**src/hdl/scheduled_soft_pwm_output_top_macros.svh**
```systemverilog
// Assertion macros for the scheduled soft PWM output block.
// Used by the back-end module; no other dependencies.
`ifndef SCHEDULED_SOFT_PWM_OUTPUT_TOP_MACROS_SVH
`define SCHEDULED_SOFT_PWM_OUTPUT_TOP_MACROS_SVH
`ifndef SYNTHESIS
`define SSP_ASSERT(lbl, clk, rstn, prop) \
  lbl: assert property (@(posedge clk) disable iff (!rstn) (prop)) \
    else $error("ssp assertion failed");
`define SSP_ASSERT_IMP(lbl, clk, rstn, ante, cons) \
  lbl: assert property (@(posedge clk) disable iff (!rstn) (ante) |-> (cons)) \
    else $error("ssp implication failed");
`else
`define SSP_ASSERT(lbl, clk, rstn, prop)
`define SSP_ASSERT_IMP(lbl, clk, rstn, ante, cons)
`endif
`endif

```
**src/hdl/ssp_pkg.sv**
```systemverilog
// Shared types, codes and helpers of the scheduled soft PWM output block.
// No dependencies.
`default_nettype none
package ssp_pkg;
  localparam int unsigned QueueDepthDef = 16;
  localparam logic [15:0] LateMarginRst = 16'd50;

  typedef enum logic [2:0] {
    OP_TICK = 3'd0, OP_QUEUE = 3'd1, OP_SET = 3'd2, OP_TAKE = 3'd3,
    OP_RELEASE = 3'd4, OP_NOP = 3'd5
  } op_e;

  typedef enum logic [2:0] {
    FLT_NONE = 3'd0, FLT_MISSED = 3'd1, FLT_MAX_DUR = 3'd2,
    FLT_SET_QUEUE = 3'd3, FLT_PAST = 3'd4
  } fault_e;

  typedef enum logic [2:0] {
    REG_CYCLE = 3'd0, REG_MAX_HOLD = 3'd1, REG_DEFAULT_ON = 3'd2,
    REG_INITIAL_ON = 3'd3, REG_LATE_OK = 3'd4, REG_LATE_MARGIN = 3'd5
  } reg_e;

  typedef enum logic [1:0] {S_CMD, S_FIRE, S_REFILL} back_state_e;

  // mode bit positions
  localparam int unsigned MOn  = 0;
  localparam int unsigned MTog = 1;
  localparam int unsigned MChk = 2;

  typedef struct packed {
    op_e         kind;
    logic [31:0] event_time;
    logic [31:0] on_time;
    logic        level;
  } cmd_t;

  typedef struct packed {
    logic        we;
    logic [2:0]  idx;
    logic [31:0] data;
  } cfg_wr_t;

  // a is before b under signed wrap
  function automatic logic time_before(input logic [31:0] a, input logic [31:0] b);
    logic [31:0] d;
    d = a - b;
    return d[31];
  endfunction
endpackage
`default_nettype wire

```
**src/hdl/ssp_in_if.sv**
```systemverilog
// Input request channel of the scheduled soft PWM output block.
// No dependencies.
`default_nettype none
interface ssp_in_if;
  logic        valid;
  logic        ready;
  logic [2:0]  opcode;
  logic [31:0] event_time;
  logic [31:0] on_time;
  logic        level;
  modport source (output valid, opcode, event_time, on_time, level, input ready);
  modport sink (input valid, opcode, event_time, on_time, level, output ready);
endinterface
`default_nettype wire

```
**src/hdl/ssp_out_if.sv**
```systemverilog
// Result channel of the scheduled soft PWM output block.
// No dependencies.
`default_nettype none
interface ssp_out_if #(parameter int unsigned CntW = 5);
  logic               valid;
  logic               ready;
  logic               pin_level;
  logic               fault;
  logic [2:0]         fault_code;
  logic [15:0]        dropped_count;
  logic [31:0]        sched_time;
  logic [31:0]        applied_time;
  logic signed [31:0] lateness;
  logic [CntW-1:0]    queued;
  logic               held;
  modport source (output valid, pin_level, fault, fault_code, dropped_count,
                  sched_time, applied_time, lateness, queued, held,
                  input ready);
  modport sink (input valid, pin_level, fault, fault_code, dropped_count,
                sched_time, applied_time, lateness, queued, held,
                output ready);
endinterface
`default_nettype wire

```
**src/hdl/scheduled_soft_pwm_output_top.sv**
```systemverilog
// Top level of the scheduled soft PWM output block.
// Depends on ssp_pkg, ssp_in_if, ssp_out_if, ssp_front and ssp_back.
`default_nettype none
// One pin driven by a software PWM whose settings arrive as timed updates.
// Every accepted request (tick, queue update, immediate set, takeover,
// release) yields exactly one result carrying the pin level and status.
// Requests stream at one per cycle while the back end is idle and the
// result register is free; due timer events on a tick are handled in turn
// in the fire state, and a load event leaving two or more updates pending
// fetches the next entry from the update memory in the refill state. The
// front end holds up to two requests, and a result register parts the
// block from its consumer. Configuration writes take effect at once and
// belong in idle time. No clearing pass runs after reset.
module scheduled_soft_pwm_output_top #(
  parameter int unsigned QueueDepth = ssp_pkg::QueueDepthDef
) (
  input  wire logic        clk_i,
  input  wire logic        rst_ni,
  ssp_in_if.sink           in_if,
  ssp_out_if.source        out_if,
  input  wire logic        cfg_we_i,
  input  wire logic [2:0]  cfg_idx_i,
  input  wire logic [31:0] cfg_wdata_i
);
  import ssp_pkg::*;

  cmd_t    cmd;
  logic    cmd_valid, cmd_ready;
  cfg_wr_t cfg;

  // bundle the register write port
  assign cfg.we   = cfg_we_i;
  assign cfg.idx  = cfg_idx_i;
  assign cfg.data = cfg_wdata_i;

  // decode and buffer incoming requests
  ssp_front u_front (
    .clk_i       (clk_i),
    .rst_ni      (rst_ni),
    .in_if       (in_if),
    .cmd_o       (cmd),
    .cmd_valid_o (cmd_valid),
    .cmd_ready_i (cmd_ready)
  );

  // execute requests and timer events, drive results
  ssp_back #(.QueueDepth(QueueDepth)) u_back (
    .clk_i       (clk_i),
    .rst_ni      (rst_ni),
    .cmd_i       (cmd),
    .cmd_valid_i (cmd_valid),
    .cmd_ready_o (cmd_ready),
    .cfg_i       (cfg),
    .out_if      (out_if)
  );
endmodule
`default_nettype wire

```
**src/hdl/ssp_front.sv**
```systemverilog
// Front end: accepts requests, decodes the opcode, holds them in a two-entry queue.
// Depends on ssp_pkg and ssp_in_if.
`default_nettype none
module ssp_front (
  input  wire logic         clk_i,
  input  wire logic         rst_ni,
  ssp_in_if.sink            in_if,
  output ssp_pkg::cmd_t     cmd_o,
  output logic              cmd_valid_o,
  input  wire logic         cmd_ready_i
);
  import ssp_pkg::*;

  cmd_t       buf_q [2];
  logic       wp_q, wp_d, rp_q, rp_d;
  logic [1:0] cnt_q, cnt_d;
  logic       push, pop;
  cmd_t       dec;

  always_comb begin
    dec.event_time = in_if.event_time;
    dec.on_time    = in_if.on_time;
    dec.level      = in_if.level;
    case (in_if.opcode)
      3'd0:    dec.kind = OP_TICK;
      3'd1:    dec.kind = OP_QUEUE;
      3'd2:    dec.kind = OP_SET;
      3'd3:    dec.kind = OP_TAKE;
      3'd4:    dec.kind = OP_RELEASE;
      default: dec.kind = OP_NOP;
    endcase
  end

  assign in_if.ready = (cnt_q != 2'd2);
  assign push        = in_if.valid && in_if.ready;
  assign cmd_valid_o = (cnt_q != 2'd0);
  assign pop         = cmd_valid_o && cmd_ready_i;
  assign cmd_o       = buf_q[rp_q];

  always_comb begin
    wp_d  = push ? ~wp_q : wp_q;
    rp_d  = pop ? ~rp_q : rp_q;
    cnt_d = cnt_q + {1'b0, push} - {1'b0, pop};
  end

  always_ff @(posedge clk_i or negedge rst_ni) begin
    if (!rst_ni) begin
      wp_q  <= 1'b0;
      rp_q  <= 1'b0;
      cnt_q <= 2'd0;
    end else begin
      wp_q  <= wp_d;
      rp_q  <= rp_d;
      cnt_q <= cnt_d;
    end
  end

  always_ff @(posedge clk_i) begin
    if (push) begin
      buf_q[wp_q] <= dec;
    end
  end
endmodule
`default_nettype wire

```
**src/hdl/ssp_back.sv**
```systemverilog
// Back end: PWM state, timer events, update queue and result register.
// Depends on ssp_pkg, ssp_out_if and the assertion macro header.
`default_nettype none
`include "scheduled_soft_pwm_output_top_macros.svh"
module ssp_back #(
  parameter int unsigned QueueDepth = ssp_pkg::QueueDepthDef
) (
  input  wire logic          clk_i,
  input  wire logic          rst_ni,
  input  wire ssp_pkg::cmd_t cmd_i,
  input  wire logic          cmd_valid_i,
  output logic               cmd_ready_o,
  input  wire ssp_pkg::cfg_wr_t cfg_i,
  ssp_out_if.source          out_if
);
  import ssp_pkg::*;

  localparam int unsigned PW = (QueueDepth > 1) ? $clog2(QueueDepth) : 1;
  localparam int unsigned CW = $clog2(QueueDepth + 1);
  localparam int unsigned FireLimit = 2 * QueueDepth + 4;
  localparam int unsigned NW = $clog2(FireLimit + 1);
  localparam logic [PW-1:0] PLast = PW'(QueueDepth - 1);
  localparam logic [CW-1:0] CDepth = CW'(QueueDepth);

  function automatic logic [PW-1:0] inc(input logic [PW-1:0] p);
    return (p == PLast) ? '0 : p + 1'b1;
  endfunction

  // configuration
  logic [31:0] cycle_q, maxh_q;
  logic        def_q, late_q;
  logic [15:0] margin_q;

  // state
  back_state_e st_q, st_d;
  logic [NW-1:0] n_q, n_d;
  logic [31:0] now_q, now_d, wake_q, wake_d, onl_q, onl_d, offl_q, offl_d;
  logic [31:0] end_q, end_d, sched_q, sched_d, act_q, act_d;
  logic        armed_q, armed_d, load_q, load_d, taken_q, taken_d;
  logic        fault_q, fault_d;
  logic [2:0]  mode_q, mode_d, fkind_q, fkind_d;
  logic [CW-1:0] cnt_q, cnt_d;
  logic [PW-1:0] rp_q, rp_d, wp_q, wp_d;
  logic [15:0] drops_q, drops_d;
  logic [31:0] h0t_q, h0t_d, h0o_q, h0o_d, h1t_q, h1t_d, h1o_q, h1o_d;

  logic [63:0]   mem [QueueDepth];
  logic [63:0]   rdata_q;
  logic          mem_we;
  logic [PW-1:0] mem_raddr;
  logic [63:0]   mem_wdata;

  logic    out_free, emit, flt;
  fault_e  flt_code;
  logic    exec;

  // scratch for event evaluation
  logic [31:0] t2, ev_end, ev_nw, ehold;
  logic [2:0]  fl;
  logic        onb;
  logic [CW-1:0] cnt_n;

  assign out_free    = !out_if.valid || out_if.ready;
  assign cmd_ready_o = (st_q == S_CMD) && out_free;
  assign exec        = cmd_valid_i && cmd_ready_o;
  assign mem_raddr   = inc(inc(rp_q));

  always_comb begin
    st_d = st_q;  n_d = n_q;
    now_d = now_q; wake_d = wake_q; onl_d = onl_q; offl_d = offl_q;
    end_d = end_q; sched_d = sched_q; act_d = act_q;
    armed_d = armed_q; load_d = load_q; taken_d = taken_q;
    fault_d = fault_q; mode_d = mode_q; fkind_d = fkind_q;
    cnt_d = cnt_q; rp_d = rp_q; wp_d = wp_q; drops_d = drops_q;
    h0t_d = h0t_q; h0o_d = h0o_q; h1t_d = h1t_q; h1o_d = h1o_q;
    mem_we = 1'b0; mem_wdata = {cmd_i.event_time, cmd_i.on_time};
    emit = 1'b0; flt = 1'b0; flt_code = FLT_NONE;
    t2 = cmd_i.event_time; ev_end = '0; ev_nw = '0; fl = '0; onb = 1'b0;
    ehold = wake_q + maxh_q; cnt_n = cnt_q - 1'b1;

    case (st_q)
      S_CMD: begin
        if (exec) begin
          case (cmd_i.kind)
            OP_TICK: begin
              now_d = now_q + 1'b1;
              if (!fault_q && armed_q && !time_before(now_q + 1'b1, wake_q)) begin
                st_d = S_FIRE;
                n_d  = '0;
              end else begin
                emit = 1'b1;
              end
            end
            OP_QUEUE: begin
              emit = 1'b1;
              if (!fault_q) begin
                if (cnt_q >= CDepth) begin
                  drops_d = drops_q + 1'b1;
                end else if (!taken_q) begin
                  wp_d = inc(wp_q);
                  cnt_d = cnt_q + 1'b1;
                  mem_we = 1'b1;
                  if (cnt_q == CW'(1)) begin
                    h1t_d = cmd_i.event_time;
                    h1o_d = cmd_i.on_time;
                  end
                  if (cnt_q == '0) begin
                    if (late_q && time_before(cmd_i.event_time, now_q)) begin
                      t2 = now_q + {16'd0, margin_q};
                    end
                    mem_wdata = {t2, cmd_i.on_time};
                    h0t_d = t2;
                    h0o_d = cmd_i.on_time;
                    if (mode_q[MChk] && time_before(end_q, t2)) begin
                      flt = 1'b1; flt_code = FLT_MAX_DUR;
                    end else begin
                      end_d = t2;
                      mode_d = mode_q;
                      mode_d[MChk] = 1'b1;
                      if (!(mode_q[MTog] && armed_q && time_before(wake_q, t2))) begin
                        if (time_before(t2, now_q)) begin
                          flt = 1'b1; flt_code = FLT_PAST;
                        end else begin
                          wake_d = t2; load_d = 1'b1; armed_d = 1'b1;
                        end
                      end
                    end
                  end
                end
              end
            end
            OP_SET: begin
              emit = 1'b1;
              if (!fault_q && !taken_q) begin
                armed_d = 1'b0;
                if (cnt_q != '0) begin
                  flt = 1'b1; flt_code = FLT_SET_QUEUE;
                end else if ((cmd_i.level != def_q) && (maxh_q != '0)) begin
                  end_d = now_q + maxh_q;
                  wake_d = now_q + maxh_q;
                  load_d = 1'b1;
                  mode_d = {1'b1, 1'b0, cmd_i.level};
                  armed_d = 1'b1;
                end else begin
                  mode_d = {2'b00, cmd_i.level};
                end
              end
            end
            OP_TAKE: begin
              emit = 1'b1;
              if (!fault_q) begin
                taken_d = 1'b1; armed_d = 1'b0;
                cnt_d = '0; rp_d = '0; wp_d = '0;
                onl_d = '0; offl_d = '0; end_d = '0;
                mode_d = {2'b00, cmd_i.level};
              end
            end
            OP_RELEASE: begin
              emit = 1'b1;
              if (!fault_q) taken_d = 1'b0;
            end
            default: emit = 1'b1;
          endcase
        end
      end
      S_FIRE: begin
        if ((n_q == NW'(FireLimit)) || fault_q || !armed_q ||
            time_before(now_q, wake_q)) begin
          if (out_free) begin
            emit = 1'b1;
            st_d = S_CMD;
          end
        end else begin
          n_d = n_q + 1'b1;
          if (!load_q) begin
            // toggle event
            fl = mode_q ^ 3'b001;
            ev_nw = wake_q + (fl[MOn] ? onl_q : offl_q);
            mode_d = fl;
            if (fl[MChk] && !time_before(ev_nw, end_q)) begin
              load_d = 1'b1;
              wake_d = end_q;
            end else begin
              wake_d = ev_nw;
            end
          end else if (cnt_q == '0) begin
            if ((maxh_q != '0) || !late_q) begin
              flt = 1'b1; flt_code = FLT_MISSED;
            end else begin
              armed_d = 1'b0;
            end
          end else begin
            // load event: consume the head entry
            rp_d = inc(rp_q);
            cnt_d = cnt_n;
            sched_d = h0t_q;
            act_d = now_q;
            h0t_d = h1t_q; h0o_d = h1o_q;
            if (cnt_n >= CW'(2)) st_d = S_REFILL;
            onb = (h0o_q != '0);
            fl = {2'b00, onb};
            if (!onb || (h0o_q >= cycle_q)) begin
              if ((onb != def_q) && (maxh_q != '0)) begin
                ev_end = ehold; fl[MChk] = 1'b1;
              end
            end else begin
              fl[MTog] = 1'b1;
              if (maxh_q != '0) begin
                ev_end = ehold; fl[MChk] = 1'b1;
              end
            end
            if ((cnt_n != '0) && fl[MChk] && time_before(ev_end, h1t_q)) begin
              flt = 1'b1; flt_code = FLT_MAX_DUR;
              mode_d = {2'b00, onb};
            end else begin
              if (cnt_n != '0) begin
                ev_end = h1t_q; fl[MChk] = 1'b1;
              end
              end_d = ev_end;
              mode_d = fl;
              ev_nw = wake_q + h0o_q;
              if (!fl[MTog]) begin
                if (!fl[MChk]) armed_d = 1'b0;
                else wake_d = ev_end;
              end else if (fl[MChk] && !time_before(ev_nw, ev_end)) begin
                wake_d = ev_end;
              end else begin
                load_d = 1'b0;
                wake_d = ev_nw;
                onl_d = h0o_q;
                offl_d = cycle_q - h0o_q;
              end
            end
          end
        end
      end
      S_REFILL: begin
        h1t_d = rdata_q[63:32];
        h1o_d = rdata_q[31:0];
        st_d  = S_FIRE;
      end
      default: st_d = S_CMD;
    endcase

    // shutdown: default level, drop the queue, stop the timer; a tick in
    // progress still closes through the fire state to send its result
    if (flt) begin
      if (!fault_q) fkind_d = flt_code;
      fault_d = 1'b1;
      mode_d  = {2'b00, def_q};
      cnt_d = '0; rp_d = '0; wp_d = '0;
      armed_d = 1'b0;
      if (st_d == S_REFILL) st_d = S_FIRE;
    end

    if (cfg_i.we && (cfg_i.idx == REG_INITIAL_ON) && !fault_q && !taken_q) begin
      mode_d[MOn] = cfg_i.data[0];
    end
  end

  always_ff @(posedge clk_i or negedge rst_ni) begin
    if (!rst_ni) begin
      cycle_q <= '0; maxh_q <= '0; def_q <= 1'b0;
      late_q <= 1'b0; margin_q <= LateMarginRst;
    end else if (cfg_i.we) begin
      case (cfg_i.idx)
        REG_CYCLE:       cycle_q  <= cfg_i.data;
        REG_MAX_HOLD:    maxh_q   <= cfg_i.data;
        REG_DEFAULT_ON:  def_q    <= cfg_i.data[0];
        // initial level goes straight into the mode bits
        REG_INITIAL_ON:  ;
        REG_LATE_OK:     late_q   <= cfg_i.data[0];
        REG_LATE_MARGIN: margin_q <= cfg_i.data[15:0];
        default: ;
      endcase
    end
  end

  always_ff @(posedge clk_i or negedge rst_ni) begin
    if (!rst_ni) begin
      st_q <= S_CMD; n_q <= '0;
      now_q <= '0; wake_q <= '0; onl_q <= '0; offl_q <= '0; end_q <= '0;
      sched_q <= '0; act_q <= '0;
      armed_q <= 1'b0; load_q <= 1'b0; taken_q <= 1'b0; fault_q <= 1'b0;
      mode_q <= '0; fkind_q <= '0;
      cnt_q <= '0; rp_q <= '0; wp_q <= '0; drops_q <= '0;
      out_if.valid <= 1'b0;
    end else begin
      st_q <= st_d; n_q <= n_d;
      now_q <= now_d; wake_q <= wake_d; onl_q <= onl_d; offl_q <= offl_d;
      end_q <= end_d; sched_q <= sched_d; act_q <= act_d;
      armed_q <= armed_d; load_q <= load_d; taken_q <= taken_d;
      fault_q <= fault_d; mode_q <= mode_d; fkind_q <= fkind_d;
      cnt_q <= cnt_d; rp_q <= rp_d; wp_q <= wp_d; drops_q <= drops_d;
      if (emit) out_if.valid <= 1'b1;
      else if (out_if.ready) out_if.valid <= 1'b0;
    end
  end

  // head entries and result payload
  always_ff @(posedge clk_i) begin
    h0t_q <= h0t_d; h0o_q <= h0o_d; h1t_q <= h1t_d; h1o_q <= h1o_d;
    if (emit) begin
      out_if.pin_level     <= mode_d[MOn];
      out_if.fault         <= fault_d;
      out_if.fault_code    <= fkind_d;
      out_if.dropped_count <= drops_d;
      out_if.sched_time    <= sched_d;
      out_if.applied_time  <= act_d;
      out_if.lateness      <= act_d - sched_d;
      out_if.queued        <= cnt_d;
      out_if.held          <= taken_d;
    end
  end

  always_ff @(posedge clk_i) begin
    if (mem_we) mem[wp_q] <= mem_wdata;
    rdata_q <= mem[mem_raddr];
  end

  `SSP_ASSERT(a_fault_sticky, clk_i, rst_ni, !$past(fault_q) || fault_q)
  `SSP_ASSERT_IMP(a_fault_empty, clk_i, rst_ni, fault_q, cnt_q == '0)
  `SSP_ASSERT_IMP(a_taken_empty, clk_i, rst_ni, taken_q, cnt_q == '0)
  `SSP_ASSERT(a_cnt_bound, clk_i, rst_ni, cnt_q <= CDepth)
  `SSP_ASSERT_IMP(a_refill_after_load, clk_i, rst_ni, st_q == S_REFILL, $past(st_q) == S_FIRE)
endmodule
`default_nettype wire

```
**src/flat_wrapper.sv**
```systemverilog
// flat-port wrapper written by rule: the top's interface ports become plain ports
module scheduled_soft_pwm_output_top_flat import ssp_pkg::*;
#(
  parameter int unsigned QueueDepth = ssp_pkg::QueueDepthDef
)
  (clk_i, rst_ni, cfg_we_i, cfg_idx_i, cfg_wdata_i, in_if_valid, in_if_opcode, in_if_event_time, in_if_on_time, in_if_level, in_if_ready, out_if_valid, out_if_pin_level, out_if_fault, out_if_fault_code, out_if_dropped_count, out_if_sched_time, out_if_applied_time, out_if_lateness, out_if_queued, out_if_held, out_if_ready);
  ssp_in_if in_if_i ();
  ssp_out_if #(.CntW(5)) out_if_i ();
  input  wire logic clk_i;
  input  wire logic rst_ni;
  input  wire logic cfg_we_i;
  input  wire logic [2:0] cfg_idx_i;
  input  wire logic [31:0] cfg_wdata_i;
  input wire logic [$bits(in_if_i.valid)-1:0] in_if_valid;
  input wire logic [$bits(in_if_i.opcode)-1:0] in_if_opcode;
  input wire logic [$bits(in_if_i.event_time)-1:0] in_if_event_time;
  input wire logic [$bits(in_if_i.on_time)-1:0] in_if_on_time;
  input wire logic [$bits(in_if_i.level)-1:0] in_if_level;
  output wire logic [$bits(in_if_i.ready)-1:0] in_if_ready;
  output wire logic [$bits(out_if_i.valid)-1:0] out_if_valid;
  output wire logic [$bits(out_if_i.pin_level)-1:0] out_if_pin_level;
  output wire logic [$bits(out_if_i.fault)-1:0] out_if_fault;
  output wire logic [$bits(out_if_i.fault_code)-1:0] out_if_fault_code;
  output wire logic [$bits(out_if_i.dropped_count)-1:0] out_if_dropped_count;
  output wire logic [$bits(out_if_i.sched_time)-1:0] out_if_sched_time;
  output wire logic [$bits(out_if_i.applied_time)-1:0] out_if_applied_time;
  output wire logic [$bits(out_if_i.lateness)-1:0] out_if_lateness;
  output wire logic [$bits(out_if_i.queued)-1:0] out_if_queued;
  output wire logic [$bits(out_if_i.held)-1:0] out_if_held;
  input wire logic [$bits(out_if_i.ready)-1:0] out_if_ready;
  assign in_if_i.valid = in_if_valid;
  assign in_if_i.opcode = in_if_opcode;
  assign in_if_i.event_time = in_if_event_time;
  assign in_if_i.on_time = in_if_on_time;
  assign in_if_i.level = in_if_level;
  assign in_if_ready = in_if_i.ready;
  assign out_if_valid = out_if_i.valid;
  assign out_if_pin_level = out_if_i.pin_level;
  assign out_if_fault = out_if_i.fault;
  assign out_if_fault_code = out_if_i.fault_code;
  assign out_if_dropped_count = out_if_i.dropped_count;
  assign out_if_sched_time = out_if_i.sched_time;
  assign out_if_applied_time = out_if_i.applied_time;
  assign out_if_lateness = out_if_i.lateness;
  assign out_if_queued = out_if_i.queued;
  assign out_if_held = out_if_i.held;
  assign out_if_i.ready = out_if_ready;
  scheduled_soft_pwm_output_top #(.QueueDepth(QueueDepth)) u_core (.clk_i(clk_i), .rst_ni(rst_ni), .in_if(in_if_i), .out_if(out_if_i), .cfg_we_i(cfg_we_i), .cfg_idx_i(cfg_idx_i), .cfg_wdata_i(cfg_wdata_i));
endmodule
```
**config.mk**
```make
export PLATFORM = sky130hd
export DESIGN_NAME = scheduled_soft_pwm_output_top_flat
export DESIGN_NICKNAME = d
export VERILOG_FILES = /design/src/hdl/ssp_pkg.sv /design/src/hdl/ssp_in_if.sv /design/src/hdl/ssp_out_if.sv /design/src/hdl/scheduled_soft_pwm_output_top.sv /design/src/hdl/ssp_front.sv /design/src/hdl/ssp_back.sv /design/src/flat_wrapper.sv
export VERILOG_INCLUDE_DIRS = /design/src /design/src/hdl
export SDC_FILE = /design/constraint.sdc
export NUM_CORES = 2
export LEC_CHECK = 0
export BUFFER_PORTS_ARGS = -buffer_cell sky130_fd_sc_hd__buf_2
export CORE_UTILIZATION = 53
export DETAILED_ROUTE_END_ITERATION = 8
export GPL_TIMING_DRIVEN = 0
export PLACE_DENSITY = 0.79
export SETUP_SLACK_MARGIN = 0.2
export SLEW_MARGIN = 20
export SYNTH_ARGS = -nofsm -noshare
export SYNTH_HDL_FRONTEND = slang
export SYNTH_SLANG_ARGS = --single-unit
```
**constraint.sdc**
```tcl
create_clock -name clk_i -period 16.25 [get_ports clk_i]
set_input_delay 1.625 -clock clk_i [delete_from_list [all_inputs] [get_ports clk_i]]
set_output_delay 1.625 -clock clk_i [all_outputs]
set_load 0.01 [all_outputs]
```
# Word-level counts from Yosys, hierarchy flattened
# Memories as Yosys holds them, arrays and structs flattened. A register that Yosys moved wholly into a read port is not among the register bits.
# Cells that the tools add are included.
classes:
  reduce_logical: 69
  addsub: 26
  n_eq_ne: 83
  n_lt_le_gt_ge: 3
  n_mux: 302
  n_bitwise: 3
ops:
  columns: ["cell", "n"]
  rows:
  - ["two-way mux 32 bit", 104]
  - ["case mux 32 bit (2 select lines)", 9]
  - ["two-way mux 64 bit", 7]
  - ["subtractor 32 bit", 11]
  - ["adder 32 bit", 4]
  - ["case mux 32 bit (3 select lines)", 1]
  - ["two-way mux 1 bit", 88]
  - ["two-way mux 3 bit", 27]
  - ["two-way mux 16 bit", 5]
  - ["inequality test 3 bit, second input constant", 22]
  - ["two-way mux 4 bit", 16]
  - ["nonzero test 32 bit", 2]
  - ["inequality test 4 bit, second input constant", 15]
  - ["two-way mux 5 bit", 9]
  - ["adder 32 x 1 -> 32 bit, second input constant", 1]
  - ["adder 32 x 16 -> 32 bit", 1]
  - [">= comparator 32 bit", 1]
  - ["AND reduction 10 bit", 3]
  - ["AND reduction 14 bit", 2]
  - ["two-way mux 2 bit", 13]
  - ["two-way mux 6 bit", 4]
  - ["AND reduction 7 bit", 3]
  - ["inequality test 2 bit, second input constant", 10]
  - ["case mux 5 bit (2 select lines)", 2]
  - ["other kinds (48)", 126]
word_totals:
  register_bits: 609
  mem_count: 2
  ram_bits: 1160
  output_inout_bits: 125
  elab_cells: 531
memory_table:
  columns: ["name", "words", "word_bits", "rd", "rd_clocked_by_memory_dff", "write_ports", "line_no", "text"]
  rows:
  - ["u_core.u_back.mem", 16, 64, 1, 1, 1, "ssp_back.sv:47", "logic [63:0] mem [QueueDepth];"]
  - ["u_core.u_front.buf_q", 2, 68, 1, 0, 1, "ssp_front.sv:14", "cmd_t buf_q [2];"]

# Logic depth before layout (Yosys ltp)
depth:
  ltp_word: 26
  mapped_depth: 36

# By module
# Synthesis repeated with hierarchy kept, for this count alone.
hier_totals:
  cells_unflattened: 6679
  hier_area_um2: 89259.4
modules_own_cells:
  columns: ["mod", "instances", "seq_area_each_um2", "area_per_inst_um2", "cells_each"]
  rows:
  - ["ssp_back", 1, 48430.2, 84073.1, 6442]
  - ["ssp_front", 1, 4184.0, 5186.2, 237]

# Worst setup path after synthesis
# Ideal clock, no wire load.
synth_timing:
  path_type: "reg-to-reg"
  start: "reg u_core.u_back.now_q[1]"
  end: "reg u_core.u_back.out_if.applied_time[0] (netlist name), enable pin"
  path_buffers: 0
  slack_ns: 5.007
  arrival_ns: 10.597
  setup_ns: 0.647
  stages_incl_launch_ff: 26
  period_less_slack_ns: 11.243
  cell_sequence: "dfrtp_1 > ha_1 > nand3_1 > nor4_1 > and3_1 > and3_1 > and3_1 > and3_1 > nand2_1 > nor2_1 > nand3_1 > nor2_1 > xnor2_1 > ha_1 > a21oi_1 > nor2b_1 > o21ai_0 > nand2b_1 > a21oi_1 > nor2b_1 > o21ai_0 > nand2b_1 > a221o_1 > xnor2_1 > a31o_2 > a21oi_1"
synth_between:
  elab_chain_len: 8
  elab_cells_between_ends: 11
synth_rtl:
  columns: ["item", "line_no", "text"]
  rows:
  - ["from (decl)", "ssp_back.sv:37", "logic [31:0] now_q, now_d, wake_q, wake_d, onl_q, onl_d, offl_q, offl_d;"]
  - ["from (signal assigned)", "ssp_back.sv:290", "now_q <= now_d; wake_q <= wake_d; onl_q <= onl_d; offl_q <= offl_d;"]
  - ["adder 32 x 1 -> 32 bit", "ssp_back.sv:87", "if (!fault_q && armed_q && !time_before(now_q + 1'b1, wake_q)) begin"]
  - ["subtractor 32 bit", "ssp_pkg.sv:46", "d = a - b;"]
  - ["zero test 1 bit", "ssp_back.sv:87", null]
  - ["logical AND 1 bit", "ssp_back.sv:87", null]
  - ["two-way mux 1 bit", "ssp_back.sv:87", null]
  - ["two-way mux 1 bit", "ssp_back.sv:84", "case (cmd_i.kind)"]
  - ["two-way mux 1 bit", "ssp_back.sv:83", "if (exec) begin"]
  - ["case mux 1 bit (2 select lines) *", "ssp_back.sv:81", "case (st_q)"]
  - ["named net u_core.u_back.emit", "ssp_back.sv:53", "logic out_free, emit, flt;"]
  - ["to (signal assigned)", "ssp_back.sv:309", "out_if.applied_time <= act_d;"]
  - ["to (decl)", "ssp_out_if.sv:17", "sched_time, applied_time, lateness, queued, held,"]
# Mark *: on every way through the listed nets, which the timed path passes. The rest lies on a longest branch.
# A chain may end at the register's enable or synchronous reset.

# Worst setup path in the final report
layout_timing:
  start: "reg u_core.u_front.rp_q"
  end: "reg u_core.u_back.end_q[8]"
layout_between:
  elab_chain_len: 19
  elab_cells_between_ends: 37
layout_rtl:
  columns: ["item", "line_no", "text"]
  rows:
  - ["from (decl)", "ssp_front.sv:15", "logic wp_q, wp_d, rp_q, rp_d;"]
  - ["from (signal assigned)", "ssp_front.sv:53", "rp_q <= rp_d;"]
  - ["memory (2 x 68 bit) *", null, null]
  - ["parallel branches: the longest is 18 deep, another holds subtractor 32 bit", null, null]
  - ["to (signal assigned)", "ssp_back.sv:291", "end_q <= end_d; sched_q <= sched_d; act_q <= act_d;"]
  - ["to (decl)", "ssp_back.sv:38", "logic [31:0] end_q, end_d, sched_q, sched_d, act_q, act_d;"]
# Mark *: on every way between the ends. The select of a mux whose other input is x is not followed.

==> flow_metrics.tcl <==
set metrics [dict create \
    worstMarginPinSlew_ps 1240 \
    met1_length_um 128000 \
    power_density_nw_per_um2 160 \
    synth_most_common_cell "edfxtp_1" \
    h-tree-depth 4 \
    status "finished clean" \
    floorplan.die.height_um 413 \
    cts.clk_slew.worst_paths_ps 60 \
    fin_skew_ps 77.3 \
    syn_inst 6743 \
    synth_nets 7327 \
    ys_top_cells_by_count "1411 x edfxtp_1, 477 x a21oi_1, 469 x ha_1" \
    io_buffers 232 \
    wl_per_cell_um 36.0 \
    critPathSlowestCell "a2111oi_1" \
    largest_reg_flops 1024 \
    synthDistinctLibCells 102 \
    dieArea_um2 171000 \
    yosys.area.top_type "edfxtp_1" \
    clock_power_share_pct 27.1 \
    met3_length_um 35900 \
    cts_tree "yes" \
    drive_gt1_share_pct 16.3 \
    grt_pass1_wl_um 476000 \
    yosysTopAreaCellShare_pct 47.2 \
    final_core_util_pct 60.9 \
    setup_viol 0 \
    coreArea_um2 168000 \
    cp.required_ps 16970 \
    reg_top3 "u_core.u_back.mem: 1024 flops, u_core.u_front.buf_q: 136 flops, u_core.u_back.rdata_q: 64 flops" \
    clk_path_buf_depth 3 \
    crit_path_start_kind "register" \
    num_rows 150 \
    yosysSeqAreaShare_pct 58.7 \
    min_period_ps 14450 \
    hp-start "u_core.u_back.offl_q[18]" \
    switching_share_pct 38.3 \
    cts_setup_buffers 0 \
    cts.sinks 1833 \
    hold_buffers 0 \
    synth_top_flop_cell "edfxtp_1" \
    worstSetupPathType "reg2reg" \
    wl_um 347000 \
    min_path_type "reg2reg" \
    grtUsageTotal_pct 40.3 \
    antenna_found_initial 27 \
    num_vias 64600 \
    reg2reg_from "u_core.u_front.rp_q" \
    worstHoldPathCells 2 \
    ant_nets 0 \
    grt_pass1_vias 63000 \
    synthArstFlopShare_pct 19.5 \
    slew_viol_final 0 \
    ys_ff_latch 1833 \
    ctsResizeCount 0 \
    holdWs_ps 482 \
    fin_crit_sh_pct 89.0 \
    first_pass_iters 5 \
    p_leak_uw 0.0396 \
    gp_congestion 1.05 \
    reg2reg_depth 32 \
    place_inst 9285 \
    switching_power_uw 6280 \
    hold_violations 0 \
    die_w_um 413 \
    fmax_mhz 69.2 \
    ctsRootBufferMaster "clkbuf_16" \
    synth_top_cells_by_area "edfxtp_1 47%, dfrtp_1 9.9%, ha_1 6.5%" \
    dpl.hpwl_um 254000 \
    nets 7848 \
    maxUsedRoutingLayer "met5" \
    p_int_uw 10100 \
    syn_area_um2 89700 \
    critPathMaxFanout 10 \
    synth_edf_count 1411 \
    r2r_end "u_core.u_back.end_q[8]" \
    seq_power_share_pct 37.7 \
    grt_max_degree 92 \
    cap_violations 0 \
    post_synth.cell_area_avg_um2 13.3 \
    worstHoldEndpoint "u_core.u_back.offl_q[18]" \
    grt_overflow 0 \
    ys_warn_count 0 \
    final_cells 9636 \
    largest_register "u_core.u_back.mem" \
    io_pins 233 \
    combPwrFrac_pct 35.2 \
    areaGrowthSynthToFinish_pct 13.9 \
    start_util_pct 53.5 \
    rsz0062_at_grt "no" \
    slew_headroom_pct 15.0 \
    peakVddDrop_v 0.000163 \
    insertion_delay_ps 890 \
    drc 0 \
    slowest_delay_ps 990 \
    wl_met2_um 159000 \
    drt_iter0_drc 9357 \
    reg2reg_slack_ps 1800 \
    viasPerCell 6.70 \
    cts_made_buffers 181 \
    critPathArrivalTime_ps 15180 \
    critPathCaptureType "register" \
]
## power by group through the flow
stage	Sequential, uW	Clock [uW]	Combinational (uW)
after floorplan	6140	0	3250
after global placement	6310	0	5340
after detailed placement	6250	0	5500
after CTS	6160	4440	5550
after global routing	6190	4610	6040
final	6180	4440	5770
## how the worst max path moves through the flow
| stage | from | endpoint | slack [ps] | cells past startpoint |
|---|---|---|---|---|
| 3_5_place_dp | u_core.u_front.rp_q | u_core.u_back.end_q[8] | 2220 | 32 |
| 4_1_cts | u_core.u_front.rp_q | u_core.u_back.end_q[8] | 2130 | 32 |
| 5_1_grt | u_core.u_front.rp_q | u_core.u_back.end_q[8] | 1870 | 32 |
| 6_report | u_core.u_front.rp_q | u_core.u_back.end_q[8] | 1800 | 32 |
| 2_1_floorplan | u_core.u_back.now_q[1] | u_core.u_back.out_if.applied_time[0] | 5010 | 25 |
| 3_3_place_gp | u_core.u_back.now_q[0] | u_core.u_back.out_if.applied_time[16] | -600 | 20 |
## layout by cell type (no fill, tap or decap), types with 26 or more instances in the layout
cell	Yosys	layout
clkinv_1	7	28
and3_1	46	45
a21oi_1	477	449
mux2_2	148	148
nor4_1	31	30
nor3_1	94	83
a21o_1	120	120
a21oi_2	0	26
dfxtp_1	64	64
o21ai_0	258	256
nand3_1	89	89
nand2_1	346	346
a211oi_1	121	121
inv_1	367	367
buf_4	4	40
nand2b_1	60	60
o211ai_1	50	50
a31oi_1	31	31
nor2b_1	117	117
xnor2_1	222	222
buf_16	0	36
mux2i_1	222	214
o31ai_1	38	37
nor2_1	454	440
dfrtp_1	355	355
edfxtp_1	1411	1411
buf_2	14	250
clkbuf_1	214	240
o21bai_1	28	28
a22o_1	47	47
nand4_1	67	67
clkinv_2	0	26
ha_1	469	469
and2_1	33	32
mux4_2	256	256
clkbuf_16	0	181
xor2_1	66	66
o21a_1	39	39
## area by class of cell
| cell class | count | area, um^2 |
|---|---|---|
| multi-input cells | 4260 | 34900 |
| well taps | 2204 | 2760 |
| plain buffers | 274 | 1140 |
| clock inverters | 96 | 1290 |
| inverters | 376 | 1410 |
| repair buffers | 338 | 3030 |
| flip-flops and latches | 1833 | 52600 |
| fillers | 12300 | 65500 |
| clock buffers | 240 | 4960 |
| diodes | 15 | 37.5 |
## worst max-delay path: cells and delay by family, from the launching register on
family                   cells  cell delay (ps)
AO/OA/AOI/OAI               13             5820
buffers and inverters       10             5190
AND/OR/NAND/NOR              5             1170
multiplexers                 2              960
adder cells (fa/ha/maj)      2              690
flip-flops                   1              340
## layer usage
layer  track usage [%]  up-vias
li1                  -    26600
met1              51.6    32400
met2              63.5     4579
met3              9.05      996
met4              22.6       16
met5                 0        -
## logic make-up (layout without fill, tap and decap cells)
logic type	after synthesis	in the layout	synth area share, %
adders and majority gates	481	481	6.76
muxes	648	648	11.1
buffers and inverters	650	1324	2.81
and+or+nand+nor	1440	1440	7.70
xor gates and xnor gates	291	291	2.89
AOI/OAI and AO/OA	1400	1400	10.0
DFF	1833	1833	58.7
other	0	15	0
## stage by stage
stage | setup slack, ps | setup TNS (ps) | power [uW] | area [um^2]
after floorplan | 5010 | 0 | 9390 | 89700
after global placement | -597 | -66590 | 11600 | 93600
after detailed placement | 2220 | 0 | 11800 | 95800
after CTS | 2130 | 0 | 16200 | 102000
after global routing | 1870 | 0 | 16800 | 102000
final | 1800 | 0 | 16400 | 102000
No activity file was read; power rests on OpenSTA's default activity.
